--- src/hes_pkg.sv ---
package hes_pkg;

	localparam int unsigned NodeCount = 19;

	localparam logic [4:0] NODE_IDLE  = 5'd0;
	localparam logic [4:0] NODE_AMP   = 5'd1;
	localparam logic [4:0] NODE_A     = 5'd2;
	localparam logic [4:0] NODE_AM    = 5'd3;
	localparam logic [4:0] NODE_AMPP  = 5'd4;
	localparam logic [4:0] NODE_L     = 5'd5;
	localparam logic [4:0] NODE_LT    = 5'd6;
	localparam logic [4:0] NODE_G     = 5'd7;
	localparam logic [4:0] NODE_GT    = 5'd8;
	localparam logic [4:0] NODE_Q     = 5'd9;
	localparam logic [4:0] NODE_QU    = 5'd10;
	localparam logic [4:0] NODE_QUO   = 5'd11;
	localparam logic [4:0] NODE_QUOT  = 5'd12;
	localparam logic [4:0] NODE_HASH  = 5'd13;
	localparam logic [4:0] NODE_HX    = 5'd14;
	localparam logic [4:0] NODE_HX2   = 5'd15;
	localparam logic [4:0] NODE_HX27  = 5'd16;
	localparam logic [4:0] NODE_H3    = 5'd17;
	localparam logic [4:0] NODE_H39   = 5'd18;

	localparam logic [7:0] CH_AMP  = 8'h26;
	localparam logic [7:0] CH_LT   = 8'h3c;
	localparam logic [7:0] CH_GT   = 8'h3e;
	localparam logic [7:0] CH_QUOT = 8'h22;
	localparam logic [7:0] CH_APOS = 8'h27;
	localparam logic [7:0] CH_SEMI = 8'h3b;
	localparam logic [7:0] CH_HASH = 8'h23;

	typedef logic [4:0] node_t;

	typedef struct packed {
		logic [7:0] data;
		logic       last;
	} item_t;

	typedef struct packed {
		logic       hit;
		logic       emit;
		logic [7:0] emit_byte;
		node_t      to;
	} step_t;

	typedef struct packed {
		node_t      node;
		logic       has_extra;
		logic [7:0] extra;
		logic       last;
		logic [2:0] count;
	} burst_t;

	function automatic logic [2:0] node_len(input node_t n);
		logic [2:0] len;
		unique case (n)
			NODE_AMP: len = 3'd1;
			NODE_A, NODE_L, NODE_G, NODE_Q, NODE_HASH: len = 3'd2;
			NODE_AM, NODE_LT, NODE_GT, NODE_QU, NODE_HX, NODE_H3: len = 3'd3;
			NODE_AMPP, NODE_QUO, NODE_HX2, NODE_H39: len = 3'd4;
			NODE_QUOT, NODE_HX27: len = 3'd5;
			default: len = 3'd0;
		endcase
		return len;
	endfunction

	function automatic logic [39:0] node_text(input node_t n);
		logic [39:0] t;
		unique case (n)
			NODE_AMP:  t = {"&", 32'h0};
			NODE_A:    t = {"&a", 24'h0};
			NODE_AM:   t = {"&am", 16'h0};
			NODE_AMPP: t = {"&amp", 8'h0};
			NODE_L:    t = {"&l", 24'h0};
			NODE_LT:   t = {"&lt", 16'h0};
			NODE_G:    t = {"&g", 24'h0};
			NODE_GT:   t = {"&gt", 16'h0};
			NODE_Q:    t = {"&q", 24'h0};
			NODE_QU:   t = {"&qu", 16'h0};
			NODE_QUO:  t = {"&quo", 8'h0};
			NODE_QUOT: t = "&quot";
			NODE_HASH: t = {"&#", 24'h0};
			NODE_HX:   t = {"&#x", 16'h0};
			NODE_HX2:  t = {"&#x2", 8'h0};
			NODE_HX27: t = "&#x27";
			NODE_H3:   t = {"&#3", 16'h0};
			NODE_H39:  t = {"&#39", 8'h0};
			default:   t = 40'h0;
		endcase
		return t;
	endfunction

	function automatic logic [7:0] node_char(input node_t n, input logic [2:0] idx);
		logic [39:0] t;
		logic [7:0]  c;
		t = node_text(n);
		unique case (idx)
			3'd0: c = t[39:32];
			3'd1: c = t[31:24];
			3'd2: c = t[23:16];
			3'd3: c = t[15:8];
			3'd4: c = t[7:0];
			default: c = 8'h00;
		endcase
		return c;
	endfunction

	function automatic step_t trie_step(input node_t cur, input logic [7:0] b);
		step_t s;
		s = '{hit: 1'b0, emit: 1'b0, emit_byte: 8'h00, to: NODE_IDLE};
		unique case (cur)
			NODE_IDLE: if (b == CH_AMP) s = '{1'b1, 1'b0, 8'h00, NODE_AMP};
			NODE_AMP: begin
				if (b == "a")          s = '{1'b1, 1'b0, 8'h00, NODE_A};
				else if (b == "l")     s = '{1'b1, 1'b0, 8'h00, NODE_L};
				else if (b == "g")     s = '{1'b1, 1'b0, 8'h00, NODE_G};
				else if (b == "q")     s = '{1'b1, 1'b0, 8'h00, NODE_Q};
				else if (b == CH_HASH) s = '{1'b1, 1'b0, 8'h00, NODE_HASH};
			end
			NODE_A:    if (b == "m") s = '{1'b1, 1'b0, 8'h00, NODE_AM};
			NODE_AM:   if (b == "p") s = '{1'b1, 1'b0, 8'h00, NODE_AMPP};
			NODE_AMPP: if (b == CH_SEMI) s = '{1'b1, 1'b1, CH_AMP, NODE_IDLE};
			NODE_L:    if (b == "t") s = '{1'b1, 1'b0, 8'h00, NODE_LT};
			NODE_LT:   if (b == CH_SEMI) s = '{1'b1, 1'b1, CH_LT, NODE_IDLE};
			NODE_G:    if (b == "t") s = '{1'b1, 1'b0, 8'h00, NODE_GT};
			NODE_GT:   if (b == CH_SEMI) s = '{1'b1, 1'b1, CH_GT, NODE_IDLE};
			NODE_Q:    if (b == "u") s = '{1'b1, 1'b0, 8'h00, NODE_QU};
			NODE_QU:   if (b == "o") s = '{1'b1, 1'b0, 8'h00, NODE_QUO};
			NODE_QUO:  if (b == "t") s = '{1'b1, 1'b0, 8'h00, NODE_QUOT};
			NODE_QUOT: if (b == CH_SEMI) s = '{1'b1, 1'b1, CH_QUOT, NODE_IDLE};
			NODE_HASH: begin
				if (b == "x")      s = '{1'b1, 1'b0, 8'h00, NODE_HX};
				else if (b == "3") s = '{1'b1, 1'b0, 8'h00, NODE_H3};
			end
			NODE_HX:   if (b == "2") s = '{1'b1, 1'b0, 8'h00, NODE_HX2};
			NODE_HX2:  if (b == "7") s = '{1'b1, 1'b0, 8'h00, NODE_HX27};
			NODE_HX27: if (b == CH_SEMI) s = '{1'b1, 1'b1, CH_APOS, NODE_IDLE};
			NODE_H3:   if (b == "9") s = '{1'b1, 1'b0, 8'h00, NODE_H39};
			NODE_H39:  if (b == CH_SEMI) s = '{1'b1, 1'b1, CH_APOS, NODE_IDLE};
			default: ;
		endcase
		return s;
	endfunction

endpackage

--- src/hes_if.sv ---
interface hes_in_if;
	logic       valid;
	logic       ready;
	logic [7:0] in_byte;
	logic       in_last;

	modport source (output valid, output in_byte, output in_last, input ready);
	modport sink (input valid, input in_byte, input in_last, output ready);
endinterface

interface hes_out_if;
	logic       valid;
	logic       ready;
	logic [7:0] out_byte;
	logic       out_last;

	modport source (output valid, output out_byte, output out_last, input ready);
	modport sink (input valid, input out_byte, input out_last, output ready);
endinterface

--- src/html_entity_unescape_stream_unit.sv ---
// HTML entity unescaper for a byte stream.
// escaped: sink channel, one beat per byte of escaped text (in_byte), with
//   in_last set on the final byte of a text.
// plain: source channel, one beat per byte of unescaped text (out_byte), with
//   out_last set on the final beat of a text.
// &amp; &lt; &gt; &quot; &#x27; &#39; decode to one byte; any other partial
// entity is replayed literally once it fails or the text ends.
// An accepted byte is held in the input register, then loaded into the
// output serializer that drives plain. Throughput: one input byte per
// cycle while plain is ready and each byte yields at most one output beat;
// a byte that flushes a held prefix yields up to six beats and holds the
// serializer until all are sent. Bytes held in a prefix produce no beat.
// The input register keeps accepting one byte while plain is stalled; after
// that escaped.ready drops until the serializer drains.
// Reset clears the match state to idle and empties both stages.
module html_entity_unescape_stream_unit (
	input  logic      clk,
	input  logic      arst_n,
	hes_in_if.sink    escaped,
	hes_out_if.source plain
);

	logic            valid_s1;
	hes_pkg::item_t  item_s1;
	hes_pkg::burst_t burst;
	logic            free;
	logic            take;

	assign take = valid_s1 && free;

	hes_in_stage u_in_stage (
		.clk      (clk),
		.arst_n   (arst_n),
		.escaped  (escaped),
		.take     (take),
		.valid_s1 (valid_s1),
		.item_s1  (item_s1)
	);

	hes_decode u_decode (
		.clk    (clk),
		.arst_n (arst_n),
		.take   (take),
		.item   (item_s1),
		.burst  (burst)
	);

	hes_burst u_burst (
		.clk    (clk),
		.arst_n (arst_n),
		.load   (take),
		.burst  (burst),
		.free   (free),
		.plain  (plain)
	);

endmodule

--- src/hes_in_stage.sv ---
module hes_in_stage (
	input  logic           clk,
	input  logic           arst_n,
	hes_in_if.sink         escaped,
	input  logic           take,
	output logic           valid_s1,
	output hes_pkg::item_t item_s1
);

	assign escaped.ready = !valid_s1 || take;

	always_ff @(posedge clk or negedge arst_n) begin
		if (!arst_n) begin
			valid_s1 <= 1'b0;
		end else if (escaped.ready) begin
			valid_s1 <= escaped.valid;
		end
	end

	always_ff @(posedge clk) begin
		if (escaped.valid && escaped.ready) begin
			item_s1 <= '{data: escaped.in_byte, last: escaped.in_last};
		end
	end

endmodule

--- src/hes_decode.sv ---
module hes_decode (
	input  logic            clk,
	input  logic            arst_n,
	input  logic            take,
	input  hes_pkg::item_t  item,
	output hes_pkg::burst_t burst
);

	hes_pkg::node_t match_q;
	hes_pkg::node_t cur;
	hes_pkg::node_t nxt;
	hes_pkg::step_t st;

	assign cur = (match_q < 5'(hes_pkg::NodeCount)) ? match_q : hes_pkg::NODE_IDLE;
	assign st  = hes_pkg::trie_step(cur, item.data);

	always_comb begin
		burst.node      = hes_pkg::NODE_IDLE;
		burst.has_extra = 1'b0;
		burst.extra     = item.data;
		burst.last      = item.last;
		nxt             = hes_pkg::NODE_IDLE;
		if (st.hit && st.emit) begin
			burst.has_extra = 1'b1;
			burst.extra     = st.emit_byte;
		end else if (st.hit) begin
			if (item.last) begin
				burst.node = st.to;
			end else begin
				nxt = st.to;
			end
		end else begin
			burst.node = cur;
			if (item.data == hes_pkg::CH_AMP && !item.last) begin
				nxt = hes_pkg::NODE_AMP;
			end else begin
				burst.has_extra = 1'b1;
			end
		end
		burst.count = hes_pkg::node_len(burst.node) + {2'b00, burst.has_extra};
	end

	always_ff @(posedge clk or negedge arst_n) begin
		if (!arst_n) begin
			match_q <= hes_pkg::NODE_IDLE;
		end else if (take) begin
			match_q <= nxt;
		end
	end

endmodule

--- src/hes_burst.sv ---
module hes_burst (
	input  logic            clk,
	input  logic            arst_n,
	input  logic            load,
	input  hes_pkg::burst_t burst,
	output logic            free,
	hes_out_if.source       plain
);

	logic            valid_q;
	logic [2:0]      idx_q;
	hes_pkg::burst_t cur_q;
	logic            final_beat;

	assign final_beat     = (idx_q == cur_q.count - 3'd1);
	assign free           = !valid_q || (plain.ready && final_beat);
	assign plain.valid    = valid_q;
	assign plain.out_byte = (idx_q < hes_pkg::node_len(cur_q.node))
		? hes_pkg::node_char(cur_q.node, idx_q) : cur_q.extra;
	assign plain.out_last = cur_q.last && final_beat;

	always_ff @(posedge clk or negedge arst_n) begin
		if (!arst_n) begin
			valid_q <= 1'b0;
			idx_q   <= 3'd0;
		end else if (load) begin
			valid_q <= (burst.count != 3'd0);
			idx_q   <= 3'd0;
		end else if (valid_q && plain.ready) begin
			if (final_beat) begin
				valid_q <= 1'b0;
			end
			idx_q <= idx_q + 3'd1;
		end else if (free) begin
			valid_q <= 1'b0;
		end
	end

	always_ff @(posedge clk) begin
		if (load) begin
			cur_q <= burst;
		end
	end

endmodule
--- src/flat_wrapper.sv ---
// flat-port wrapper written by rule: the top's interface ports become plain ports
module html_entity_unescape_stream_unit_flat 
  (clk, arst_n, escaped_valid, escaped_in_byte, escaped_in_last, escaped_ready, plain_valid, plain_out_byte, plain_out_last, plain_ready);
  hes_in_if escaped_i ();
  hes_out_if plain_i ();
  input  logic clk;
  input  logic arst_n;
  input wire logic [$bits(escaped_i.valid)-1:0] escaped_valid;
  input wire logic [$bits(escaped_i.in_byte)-1:0] escaped_in_byte;
  input wire logic [$bits(escaped_i.in_last)-1:0] escaped_in_last;
  output wire logic [$bits(escaped_i.ready)-1:0] escaped_ready;
  output wire logic [$bits(plain_i.valid)-1:0] plain_valid;
  output wire logic [$bits(plain_i.out_byte)-1:0] plain_out_byte;
  output wire logic [$bits(plain_i.out_last)-1:0] plain_out_last;
  input wire logic [$bits(plain_i.ready)-1:0] plain_ready;
  assign escaped_i.valid = escaped_valid;
  assign escaped_i.in_byte = escaped_in_byte;
  assign escaped_i.in_last = escaped_in_last;
  assign escaped_ready = escaped_i.ready;
  assign plain_valid = plain_i.valid;
  assign plain_out_byte = plain_i.out_byte;
  assign plain_out_last = plain_i.out_last;
  assign plain_i.ready = plain_ready;
  html_entity_unescape_stream_unit u_core (.clk(clk), .arst_n(arst_n), .escaped(escaped_i), .plain(plain_i));
endmodule
--- config.mk ---
export PLATFORM = sky130hd
export DESIGN_NAME = html_entity_unescape_stream_unit_flat
export DESIGN_NICKNAME = d
export VERILOG_FILES = /design/src/hes_pkg.sv /design/src/hes_if.sv /design/src/html_entity_unescape_stream_unit.sv /design/src/hes_in_stage.sv /design/src/hes_decode.sv /design/src/hes_burst.sv /design/src/flat_wrapper.sv
export SDC_FILE = /design/constraint.sdc
export NUM_CORES = 1
export LEC_CHECK = 0
export ABC_AREA = 1
export BUFFER_PORTS_ARGS = -buffer_cell sky130_fd_sc_hd__buf_2
export CAP_MARGIN = 5
export CORE_AREA = 8 8 94 96
export DETAILED_ROUTE_END_ITERATION = 8
export DIE_AREA = 0 0 102 104
export PLACE_DENSITY = 0.72
export SETUP_SLACK_MARGIN = 0.4
export SYNTH_ARGS = -nofsm -noshare
export SYNTH_HDL_FRONTEND = slang
export SYNTH_SLANG_ARGS = --single-unit
--- constraint.sdc ---
create_clock -name clk -period 3.8 [get_ports clk]
set_input_delay 0.57 -clock clk [delete_from_list [all_inputs] [get_ports clk]]
set_output_delay 0.57 -clock clk [all_outputs]
set_load 0.05 [all_outputs]
### Yosys cells after proc, flatten, opt, wreduce, memory -nomap -nowiden

Memories as Yosys holds them, arrays and structs flattened. A register that Yosys moved wholly into a read port is not among the register bits.
Cells that the tools add are included.
Widths: inputs -> output; s select.

* register bits after elaboration: 36
* bits in latches: 0
* RAM bits: 0
* memory bits (read-only): 1152
* input port bits: 13
* output and inout port bits: 11
* word-level logic and storage cells: 124
* memories kept: 3

Memory list
* (name not given): depth 32, bits a word 30, rd ports 1, clocked after Yosys merged registers in 1, write ports 0, RTL line hes_pkg.sv:70 `unique case (n)`
* (name not given): depth 32, bits a word 3, rd ports 1, clocked after Yosys merged registers in 1, write ports 0, RTL line hes_pkg.sv:57 `unique case (n)`
* (name not given): depth 32, bits a word 3, rd ports 1, clocked after Yosys merged registers in 0, write ports 0, RTL line hes_pkg.sv:57

* add/subtract/negate cells: 3
* multiply operators: 0
* divide/modulo/power cells: 0
* magnitude comparators: 2
* equality and inequality tests: 41
* shift operators: 0
* multiplexer cells: 46
* bitwise logic cells: 0
* reductions and logical operators: 19

Operators by type and width (count)
* $mux 15: 23
* $pmux 15 s18: 1
* $eq 8x7->1 const B: 10
* $eq 8x6->1 const B: 7
* $mux 5: 9
* $eq 5x4->1 const B: 8
* $pmux 8 s5: 1
* $eq 5x3->1 const B: 4
* $mux 8: 2
* $eq 5x5->1 const B: 3
* $eq 5x2->1 const B: 2
* $mux 1: 8
* $logic_and 1x1->1: 7
* $eq 3x2->1 const B: 2
* $mux 3: 2
* $reduce_bool 3->1: 2
* $eq 5x1->1 const B: 1
* $logic_not 5->1: 1
* $lt 5x5->1 const B: 1
* $add 3x1->3: 1
* $add 3x1->3 const B: 1
* $eq 3x1->1 const B: 1
* $eq 3x3->1: 1
* $eq 3x3->1 const B: 1
* 9 further kinds: 12

### Logic depth before layout (Yosys ltp)

Gate-level depths: netlist of run 1.
An unclocked memory read counts as a cell.

* depth in word-level cells: 14
* mapped depth: 26
* mapped depth without buffers: 26

### Modules after synthesis

A second synthesis of run 1 with hierarchy kept.

* cells, all modules: 564
* area total of the unflattened synthesis: 4154.0 µm²

By module, submodules not included
* hes_burst: instances 1, cells each 270, area an instance 2338.5 µm², sequential area each 1131.1 µm²
* hes_decode: instances 1, cells each 277, area an instance 1492.7 µm², sequential area each 125.1 µm²
* hes_in_stage: instances 1, cells each 15, area an instance 315.3 µm², sequential area each 295.3 µm²
* html_entity_unescape_stream_unit: instances 1, cells each 2, area an instance 7.5 µm², sequential area each 0.0 µm²

### Worst setup path after synthesis of run 1

No wires, ideal clock.

* path type: flip-flop to flip-flop
* start point: reg u_core.u_decode.match_q[2]
* end point: reg u_core.u_burst.valid_q (netlist: u_core.u_burst.plain.valid)
* setup time: 125 ps
* data arrival time: 2918 ps
* slack: 758 ps
* stages on the path, launching flop included: 23
* path buffers: 0
* period minus slack after synthesis: 3042 ps
* path through: dfrtp_1 > nor2_2 > nand2_2 > nand2_4 > o21ai_2 > nand3_1 > nand3_1 > nor2_4 > nand3_4 > o21ai_2 > inv_1 > ha_1 > nand3_1 > o21ai_0 > nand2_1 > o21ai_0 > nand2_1 > nand2_1 > ha_1 > nor2_1 > nand3_1 > nand2_1 > nand2_1

RTL lines
* start: declaration: RTL line hes_decode.sv:9 `hes_pkg::node_t match_q;`
* start signal: assignment: RTL line hes_decode.sv:45 `match_q <= hes_pkg::NODE_IDLE;`
* start signal: assignment: RTL line hes_decode.sv:47 `match_q <= nxt;`
* end signal: assignment: RTL line hes_burst.sv:27 `valid_q <= (burst.count != 3'd0);`
* end: declaration: RTL line hes_burst.sv:10 `logic valid_q;`

==> impl_metrics.toml, run 1 <==
[power]
p_leak_nw = 2.225
p_per_area_nw_per_um2 = 928.7
switching_share_pct = 48.92
p_sw_mw = 2.113
clkPwrFrac_pct = 16.6
seq_power_share_pct = 26.9
power_frac_comb_pct = 56.6
peakVddDrop_mv = 0.5939
p_int_mw = 2.206

[yosys]
synth_cell_types = 44
synth-seq-area-share_pct = 39.08
synthArstFlopShare_pct = 16.13
netlist_top_cells_count = "nand2_1, inv_1, nor2_1"
synth_area_leaders = "edfxtp_1, dfxtp_1, nand2_1, ha_1, dfrtp_1"
synth_most_common_cell = "nand2_1"
synth_area_leader_cell = "edfxtp_1"
ys_seq_elements = 62
synth_edf_count = 26
synth_nets = 545
synth_ff_type = "edfxtp_1"
synthCells = 511
synth_area_um2 = 3970
syn-mean-instance-area_um2 = 7.769
synth_warnings = 0
synth_top_area_share_pct = 19.67

[detailed_routing]
vias = 3666
drtIter0Drc = 244
wl_per_cell_um = 15.40
ant_nets = 0
totalWireLength_um = 10210
first_pass_iters = 5
vias_per_cell = 5.529
drc = 0

[setup_path]
cp.arrival_ns = 3.48
slowest_delay_ns = 0.47
path_delay_family = "simple AND/OR/NAND/NOR gates"
crit_chain = "nand2_2 > inv_1 > nand2_2 > inv_1 > nand3_2 > nor2_1 > nor2_1 > nand2_2 > nor2_4 > nand4_1 > nand2_2 > inv_2 > ha_1 > a21oi_1 > o21ai_0 > o21ai_0 > a21oi_1 > ha_1 > ha_1 > nor2_1 > nand3_1 > nand2_1 > nand2_1"
endpoint_kind = "flip-flop"
critPathBufInv = 3
crit_path_start_kind = "flip-flop"
crit_fanout = 5
required_ns = 4.03
crit_path_top_delay_cell = "edfxtp_1"
path_common_cell = "nand2_2"
critPathKind = "flip-flop to flip-flop"

[sta]
slew-limit-headroom_pct = 49.65
hold_viol = 0
fin_crit_ns = 3.254
skew_ns = 0.009859
drv_slew = 0
period_share_pct = 85.63
setup_viol = 0
tns_ns = 0
fmax_mhz = 307.3
tightest_slew_ns = 0.7553
rsz0062_at_grt = "false"

[cells_and_area]
diodes = 0
synthToLayoutAreaGrowth_pct = 17.14
finalNetCount = 590
multiInputGateArea_um2 = 2226
fill_cells = 678
final_cells = 663
final-seq-area_um2 = 1556
post-route-util_pct = 62.45
drive_above_1_share_pct = 25.13

[placement]
hpwl_um = 7730
io_buffers = 23
dpl.cell_count = 634
gp_congestion = 0.9307

[outcome]
run_status = "finished clean"

[global_route]
grt_max_degree = 17
grt_util_all_layers_pct = 19.05
grt-ovfl-total = 0
grt_pass1_vias = 3328
grt_pass1_wl_um = 16050
antenna_found_initial = 0

[clock_network]
root_buffer = "clkbuf_8"
clk_path_buf_depth = 2
tritoncts = "yes"
clk_latency_ns = 0.34
h-tree-depth = 3
clkTransAtPathRegs_ns = 0.08
cts.hold.buffers_added = 0
cts_buffers = 9
cts.sinks = 62

[floorplanning]
start_util_pct = 53.31
die_w_um = 102
std_cell_rows = 32
dieHeight_um = 104
core_region_area_um2 = 7447
die-area_um2 = 10610
top_level_ports = 24

[job]
drv_cap = 0

[worst_hold_path]
min_path_type = "input port to asynchronous set/reset pin"
[final cells by class]
class	count	area share [%]
clock buffer	9	2.663
timing repair buffer	40	5.219
tap	102	2.744
sequential	62	33.47
inverter	67	5.434
clock inverter	7	2.610
multi-input combinational	376	47.86
[cells in the final DEF (no fill, tap or decap), drive strengths merged, types with 9 or more instances in the layout]
cell type	Yosys	routed
nand4	24	24
dfrtp	10	10
nand2	139	139
edfxtp	26	26
a21oi	13	13
inv	66	67
dfxtp	26	26
nand3	45	45
nor2	59	59
ha	21	21
buf	3	40
clkbuf	3	9
o21ai	38	38
[repair_timing]
item                       4_1_cts  5_1_grt
resized for setup                3       27
pin swaps                        1        8
setup buffers                    2       11
cloned                           0        0
setup endpoints to repair        2       17
[worst paths after layout]
check / to / from / cells past startpoint / slack (ns)
min in group clk: u_core.u_in_stage.item_s1[8] / escaped_in_byte[7] / 1 / 0.40
min: u_core.u_decode.match_q[1] / arst_n / 1 / 0.08
min reg2reg: u_core.u_burst.cur_q[11] / u_core.u_in_stage.item_s1[8] / 0 / 0.50
max reg2reg: u_core.u_burst.plain.valid / u_core.u_in_stage.item_s1[6] / 23 / 0.55
max: u_core.u_burst.plain.valid / u_core.u_in_stage.item_s1[6] / 23 / 0.55
max in group asynchronous: u_core.u_decode.match_q[0] / arst_n / 1 / 3.51
[cells by family (layout without fill, tap and decap cells)]
family | Yosys count | after routing | share of synthesized area (%)
xor+xnor | 2 | 2 | 0.4413
simple gates | 283 | 283 | 34.45
buf+inv | 73 | 123 | 7.217
compound gates | 63 | 63 | 10.21
mux | 7 | 7 | 1.986
fa+ha+maj | 21 | 21 | 6.618
flops | 62 | 62 | 39.08
[power groups by stage]
stage | logic [mW] | registers (mW) | clock network (mW)
6_report | 2.44 | 1.16 | 0.715
5_1_grt | 2.70 | 1.19 | 0.758
4_1_cts | 2.48 | 1.17 | 0.723
3_5_place_dp | 2.45 | 1.18 | 0
3_3_place_gp | 2.41 | 1.17 | 0
2_1_floorplan | 1.91 | 1.15 | 0
[layer usage]
metal,global-route usage (%),share of wire (%),up-vias
li1,-,-,1796
met1,24.96,43,1668
met2,28.94,47,166
met3,3.882,6.6,36
met4,9.129,3.9,0
met5,0,0,-
[through the flow]
step / setup WS, ns / total power, mW / hold slack, ns / area [µm²]
after floorplan: 0.7576 / 3.059 / 0.2744 / 3970
after global placement: 0.4025 / 3.581 / 0.4522 / 4209
after detailed placement: 0.3258 / 3.621 / 0.4535 / 4209
after CTS: 0.4059 / 4.367 / 0.08429 / 4483
after global routing: 0.3180 / 4.644 / 0.08408 / 4651
final: 0.5462 / 4.319 / 0.07745 / 4651
No activity file was read; power rests on OpenSTA's default activity.
==> run 2: changes to the inputs <==
Settings changed: CORE_AREA 8 8 94 96 to 8 8 109 111, DIE_AREA 0 0 102 104 to 0 0 117 119, PLACE_DENSITY 0.72 to not set.
==> run 2 against run 1 <==
Compared with the run above:
- sequential share of layout area down 1.8 points
- largest cell class unchanged
- via count up 0.44%
- fmax increased by 0.84%
- clock power shrank 20%
- critical path type unchanged
==> impl_metrics.toml, run 2 (synthesis results as in run 1) <==
[clock_network]
cts.sinks = 62
clk_path_buf_depth = 2
cts_buffers = 9
cts.hold.buffers_added = 0
tritoncts = "yes"
clkTransAtPathRegs_ns = 0.08
root_buffer = "clkbuf_8"
h-tree-depth = 3
clk_latency_ns = 0.35

[setup_path]
rrSetupSlack_ns = 0.57
crit_path_top_delay_cell = "dfrtp_2"
path_delay_family = "simple AND/OR/NAND/NOR gates"
crit_fanout = 6
critPathKind = "flip-flop to flip-flop"
critPathBufInv = 1
required_ns = 4.03
crit_path_start_kind = "flip-flop"
crit_chain = "nand2_4 > nand2_4 > nand2_4 > nand4_1 > nor2_1 > nor2_1 > nand2_2 > nor2_4 > nand3_4 > o21ai_4 > buf_6 > ha_1 > a21oi_1 > o21ai_1 > o21ai_1 > a21oi_1 > ha_2 > ha_4 > nor2_1 > nand3_1 > nand2_1 > nand2_1"
slowest_delay_ns = 0.47
endpoint_kind = "flip-flop"
cp.arrival_ns = 3.46

[cells_and_area]
synthToLayoutAreaGrowth_pct = 23.73
fill_cells = 981
final_common_cell = "nand2_1"
diodes = 0
layout_common_cells = "nand2_1, inv_1, nor2_1, nand3_1, buf_4"
drive_above_1_share_pct = 31.42
fin_area_um2 = 4912
finalNetCount = 605

[floorplanning]
core_region_area_um2 = 10090
die-area_um2 = 13920
dieHeight_um = 119
die_w_um = 117
top_level_ports = 24
std_cell_rows = 37
start_util_pct = 39.34

[global_route]
grt_pass1_wl_um = 16330
antenna_found_initial = 0
grt_max_degree = 19
grt_pass1_vias = 3329
grt-ovfl-total = 0
grt_util_all_layers_pct = 14.84

[detailed_routing]
ant_nets = 0
wl_per_cell_um = 14.92
drtIter0Drc = 373
vias = 3682
first_pass_iters = 4
drc = 0
vias_per_cell = 5.171
totalWireLength_um = 10620

[power]
p_per_area_nw_per_um2 = 876.4
totalPowerFinal_mw = 4.305
seq_power_share_pct = 27.2
peakVddDrop_mv = 0.6037
p_int_mw = 2.121
clkPwrFrac_pct = 13.3
power_frac_comb_pct = 59.5
switching_share_pct = 50.74
p_leak_nw = 2.344
p_sw_mw = 2.184

[placement]
hpwl_um = 7914
gp_congestion = 0.9555
pre_cts_ws_ns = 0.3148
placed_area_um2 = 4244
io_buffers = 23

[sta]
slew-limit-headroom_pct = 53.56
period_share_pct = 84.92
rsz0062_at_grt = "false"
setup_viol = 0
drv_slew = 0
tns_ns = 0
skew_ns = 0.01263
fmax_mhz = 309.9
worst_slack_ns = 0.5732
fin_crit_ns = 3.227
tightest_slew_ns = 0.6966
whs_ns = 0.08548
hold_viol = 0

[worst_hold_path]
min_path_type = "input port to asynchronous set/reset pin"

[outcome]
run_status = "finished clean"

[job]
drv_cap = 0
## run 2: cell count changes in the layout (fill, tap and decap cells not counted), sizes merged
cell    before  now
inv         67   71
buf         40   55
clkinv       4    2
bufinv       3    0
clkbuf       9   10
## run 2: layer usage
layer	global-route usage, %	wire (µm)
met5	0	0
met4	6.966	310
met3	2.830	685
met2	21.92	4732
met1	20.29	4896
## run 2: final timing paths
| check | cells past startpoint | from | end |
|---|---|---|---|
| worst max-delay path | 22 | u_core.u_decode.match_q[0] | u_core.u_burst.plain.valid |
| worst min-delay path | 1 | arst_n | u_core.u_decode.match_q[4] |
| worst max register to register | 22 | u_core.u_decode.match_q[0] | u_core.u_burst.plain.valid |
| worst min register to register | 0 | u_core.u_in_stage.item_s1[8] | u_core.u_burst.cur_q[11] |
| max in group asynchronous | 1 | arst_n | u_core.u_decode.match_q[2] |
| min in group clk | 1 | escaped_in_byte[5] | u_core.u_in_stage.item_s1[6] |
## run 2: timing repair
item                       in CTS  in global routing
pin swaps                       0                 26
setup endpoints to repair       2                 28
gates cloned                    0                  0
buffers inserted                0                 29
gates resized for setup         4                 68
## run 2: power groups by stage
stage               Combinational (mW)  Sequential, mW  Clock (mW)
global placement                  2.42            1.19           0
CTS                               2.45            1.18       0.584
global route                      2.83            1.20       0.615
floorplan                         1.91            1.15           0
finish                            2.56            1.17       0.574
detailed placement                2.43            1.19           0
## run 2: layout make-up
class / instances / area [µm²] / area share, %
multi-input combinational: 376 / 2364 / 48.12
sequential: 62 / 1558 / 31.71
timing repair buffer: 55 / 371.6 / 7.565
inverter: 67 / 252.7 / 5.145
tap: 136 / 170.2 / 3.464
clock buffer: 10 / 148.9 / 3.031
clock inverter: 6 / 47.55 / 0.9679
## run 2: stage by stage
| step | utilization, % | cells |
|---|---|---|
| after global routing | 48.67 | 712 |
| after floorplan | - | 511 |
| final | 48.67 | 712 |
| after detailed placement | 42.05 | 667 |
| after global placement | 42.05 | 667 |
| after CTS | 44.15 | 683 |
## run 2: worst reg2reg max path, stage by stage (launching register included)
cell	delay (ns)
dfrtp_2	0.47
nand2_4	0.10
nand2_4	0.09
nand2_4	0.09
nand4_1	0.20
nor2_1	0.07
nor2_1	0.14
nand2_2	0.08
nor2_4	0.17
nand3_4	0.11
o21ai_4	0.25
buf_6	0.14
ha_1	0.14
a21oi_1	0.05
o21ai_1	0.12
o21ai_1	0.07
a21oi_1	0.16
ha_2	0.21
ha_4	0.20
nor2_1	0.08
nand3_1	0.08
nand2_1	0.06
nand2_1	0.05
==> run 3: changes to the inputs <==
Clock period 3.8 ns to 3.1 ns, I/O delays scaled along.
==> run 3 against run 2 <==
Compared with the run above:
- the flow now finishes with violations (negative setup slack)
- die area unchanged
- wire length grew 16%
- worst hold slack better by 0.20 ns
- clock-buffer cell count up 1
- clock power up 51%
- setup slack lost 0.60 ns
- sequential power increased by 24%
- sequential share of layout area down 4.0 points
- cell count grew 6.2%
- non-clock buffer count rose by 44
- power is 67% higher
- critical path type unchanged
- largest cell class unchanged
- highest routed layer unchanged
==> impl_metrics.toml, run 3 (synthesis results as in run 1) <==
[outcome]
run_status = "complete, but fails checks"
violations = "negative setup slack"

[detailed_routing]
drtIter0Drc = 328
vias = 3959
wl_per_cell_um = 16.35
vias_per_cell = 5.237
first_pass_iters = 6
drc = 0
totalWireLength_um = 12360
ant_nets = 0

[sta]
setup_viol = 1
period_share_pct = 100.9
hold_viol = 0
fin_crit_ns = 3.127
tns_ns = -0.02685
rsz0062_at_grt = "true"
tightest_slew_ns = 0.5881
drv_slew = 0
slew-limit-headroom_pct = 60.38
fmax_mhz = 319.8
skew_ns = 0.01018
worst_slack_ns = -0.02685

[cells_and_area]
layout_common_cells = "nand2_1, buf_4, inv_1, nor2_1"
final-seq-area_um2 = 1555
diodes = 0
fill_cells = 902
synthToLayoutAreaGrowth_pct = 41.35
multiInputGateArea_um2 = 2618
final_cells = 756
drive_above_1_share_pct = 43.06
finalNetCount = 649
final_common_cell = "nand2_1"

[floorplanning]
dieHeight_um = 119
top_level_ports = 24
die-area_um2 = 13920
die_w_um = 117
core_region_area_um2 = 10090
std_cell_rows = 37
start_util_pct = 39.34

[global_route]
grt_util_all_layers_pct = 16.48
grt_pass1_wl_um = 18060
grt_pass1_vias = 3646
grt-ovfl-total = 0
antenna_found_initial = 0
grt_max_degree = 21

[power]
seq_power_share_pct = 20.2
p_per_area_nw_per_um2 = 1280
switching_share_pct = 49.32
peakVddDrop_mv = 0.7321
p_leak_nw = 2.666
p_sw_mw = 3.544
clkPwrFrac_pct = 12.1
p_int_mw = 3.641
power_frac_comb_pct = 67.8

[worst_hold_path]
min_path_type = "input port to flip-flop"

[setup_path]
path_common_cell = "nand2_1"
required_ns = 3.34
cp.arrival_ns = 3.37
crit_chain = "nor2_4 > buf_6 > nand3_1 > nand2_1 > nand3b_1 > nand3_2 > nor2_4 > nand3_4 > o21ai_4 > inv_2 > ha_4 > nand3_4 > o21ai_2 > nand2_1 > o21ai_1 > nand2_1 > nand2_2 > ha_4 > nor2_2 > nand3_1 > nand2_1 > nand2_1"
endpoint_kind = "flip-flop"
crit_path_start_kind = "flip-flop"
slowest_delay_ns = 0.45
crit_fanout = 5
crit_path_top_delay_cell = "dfrtp_2"
critPathKind = "flip-flop to flip-flop"

[clock_network]
root_buffer = "clkbuf_8"
clk_latency_ns = 0.35
cts_buffers = 9
clk_path_buf_depth = 2
cts.sinks = 62
h-tree-depth = 3
tritoncts = "yes"
clkTransAtPathRegs_ns = 0.09

[job]
drv_cap = 0

[placement]
gp_congestion = 0.9025
dpl.cell_count = 713
io_buffers = 23
hpwl_um = 8645
-- run 3: changes by cell type in the layout (fill, tap and decap cells not counted), moves of 6 or more --
cell     change
ha_1         -9
inv_1        -7
nand3_2      +6
ha_4         +9
buf_4       +34
nand3_1      -7
buf_6        +8
nand2_4      +6
nand2_1     -11
-- run 3: per-stage QoR --
step           utilization (%)  cell area, µm²  hold WS, ns  power [mW]  setup slack (ns)
2_1_floorplan                -            4059       0.1694       3.841            0.1979
3_3_place_gp             46.28            4671       0.3511       4.927           0.05436
3_5_place_dp             46.28            4671       0.3542       4.966          -0.03122
4_1_cts                  50.68            5115       0.2802       6.130           0.04147
5_1_grt                  55.60            5612       0.2730       7.589           -0.2514
6_report                 55.60            5612       0.2872       7.185          -0.02685
-- run 3: final timing paths --
| path | start | endpoint | slack [ns] | depth (start not counted) |
|---|---|---|---|---|
| setup / recovery | u_core.u_decode.match_q[3] | u_core.u_burst.plain.valid | -0.03 | 22 |
| hold / removal | escaped_in_byte[1] | u_core.u_in_stage.item_s1[2] | 0.29 | 1 |
| setup reg to reg | u_core.u_decode.match_q[3] | u_core.u_burst.plain.valid | -0.03 | 22 |
| hold reg to reg | u_core.u_in_stage.item_s1[8] | u_core.u_burst.cur_q[11] | 0.54 | 0 |
| max in group asynchronous | arst_n | u_core.u_decode.match_q[1] | 2.35 | 2 |
| min in group asynchronous | arst_n | u_core.u_decode.match_q[3] | 0.51 | 2 |
-- run 3: worst max-delay path, delay by kind of cell, from the launching register on --
kind | cells | cell delay (ns)
compound gates | 3 | 0.37
buf+inv | 2 | 0.22
simple gates | 15 | 1.48
flops | 1 | 0.45
fa+ha+maj | 2 | 0.48
-- run 3: routing by layer --
| layer | global-route usage (%) | vias up | share of wire (%) |
|---|---|---|---|
| li1 | - | 1917 | - |
| met1 | 22.93 | 1857 | 44 |
| met2 | 24.11 | 157 | 46 |
| met3 | 3.284 | 28 | 6.7 |
| met4 | 6.966 | 0 | 2.6 |
| met5 | 0 | - | 0 |
-- run 3: cell type report --
| cell class | instances | area share [%] |
|---|---|---|
| clock buffer | 11 | 3.099 |
| clock inverter | 5 | 1.204 |
| inverter | 67 | 4.816 |
| multi-input combinational | 376 | 46.64 |
| sequential | 62 | 27.71 |
| tap | 136 | 3.032 |
| timing repair buffer | 99 | 13.49 |
-- run 3: power groups by stage --
stage,registers [mW],clock network [mW],logic (mW)
finish,1.45,0.867,4.87
detailed placement,1.46,0,3.50
global route,1.48,0.916,5.19
global placement,1.46,0,3.47
CTS,1.44,0.876,3.81
floorplan,1.41,0,2.43
-- run 3: what timing repair did --
action / in CTS / in global routing
gates resized for setup: 33 / 90
pin swaps: 21 / 39
gates cloned: 0 / 0
setup endpoints to repair: 31 / 31
hold buffers: 1 / 0
buffers inserted: 7 / 19
hold endpoints to repair: 10 / 0
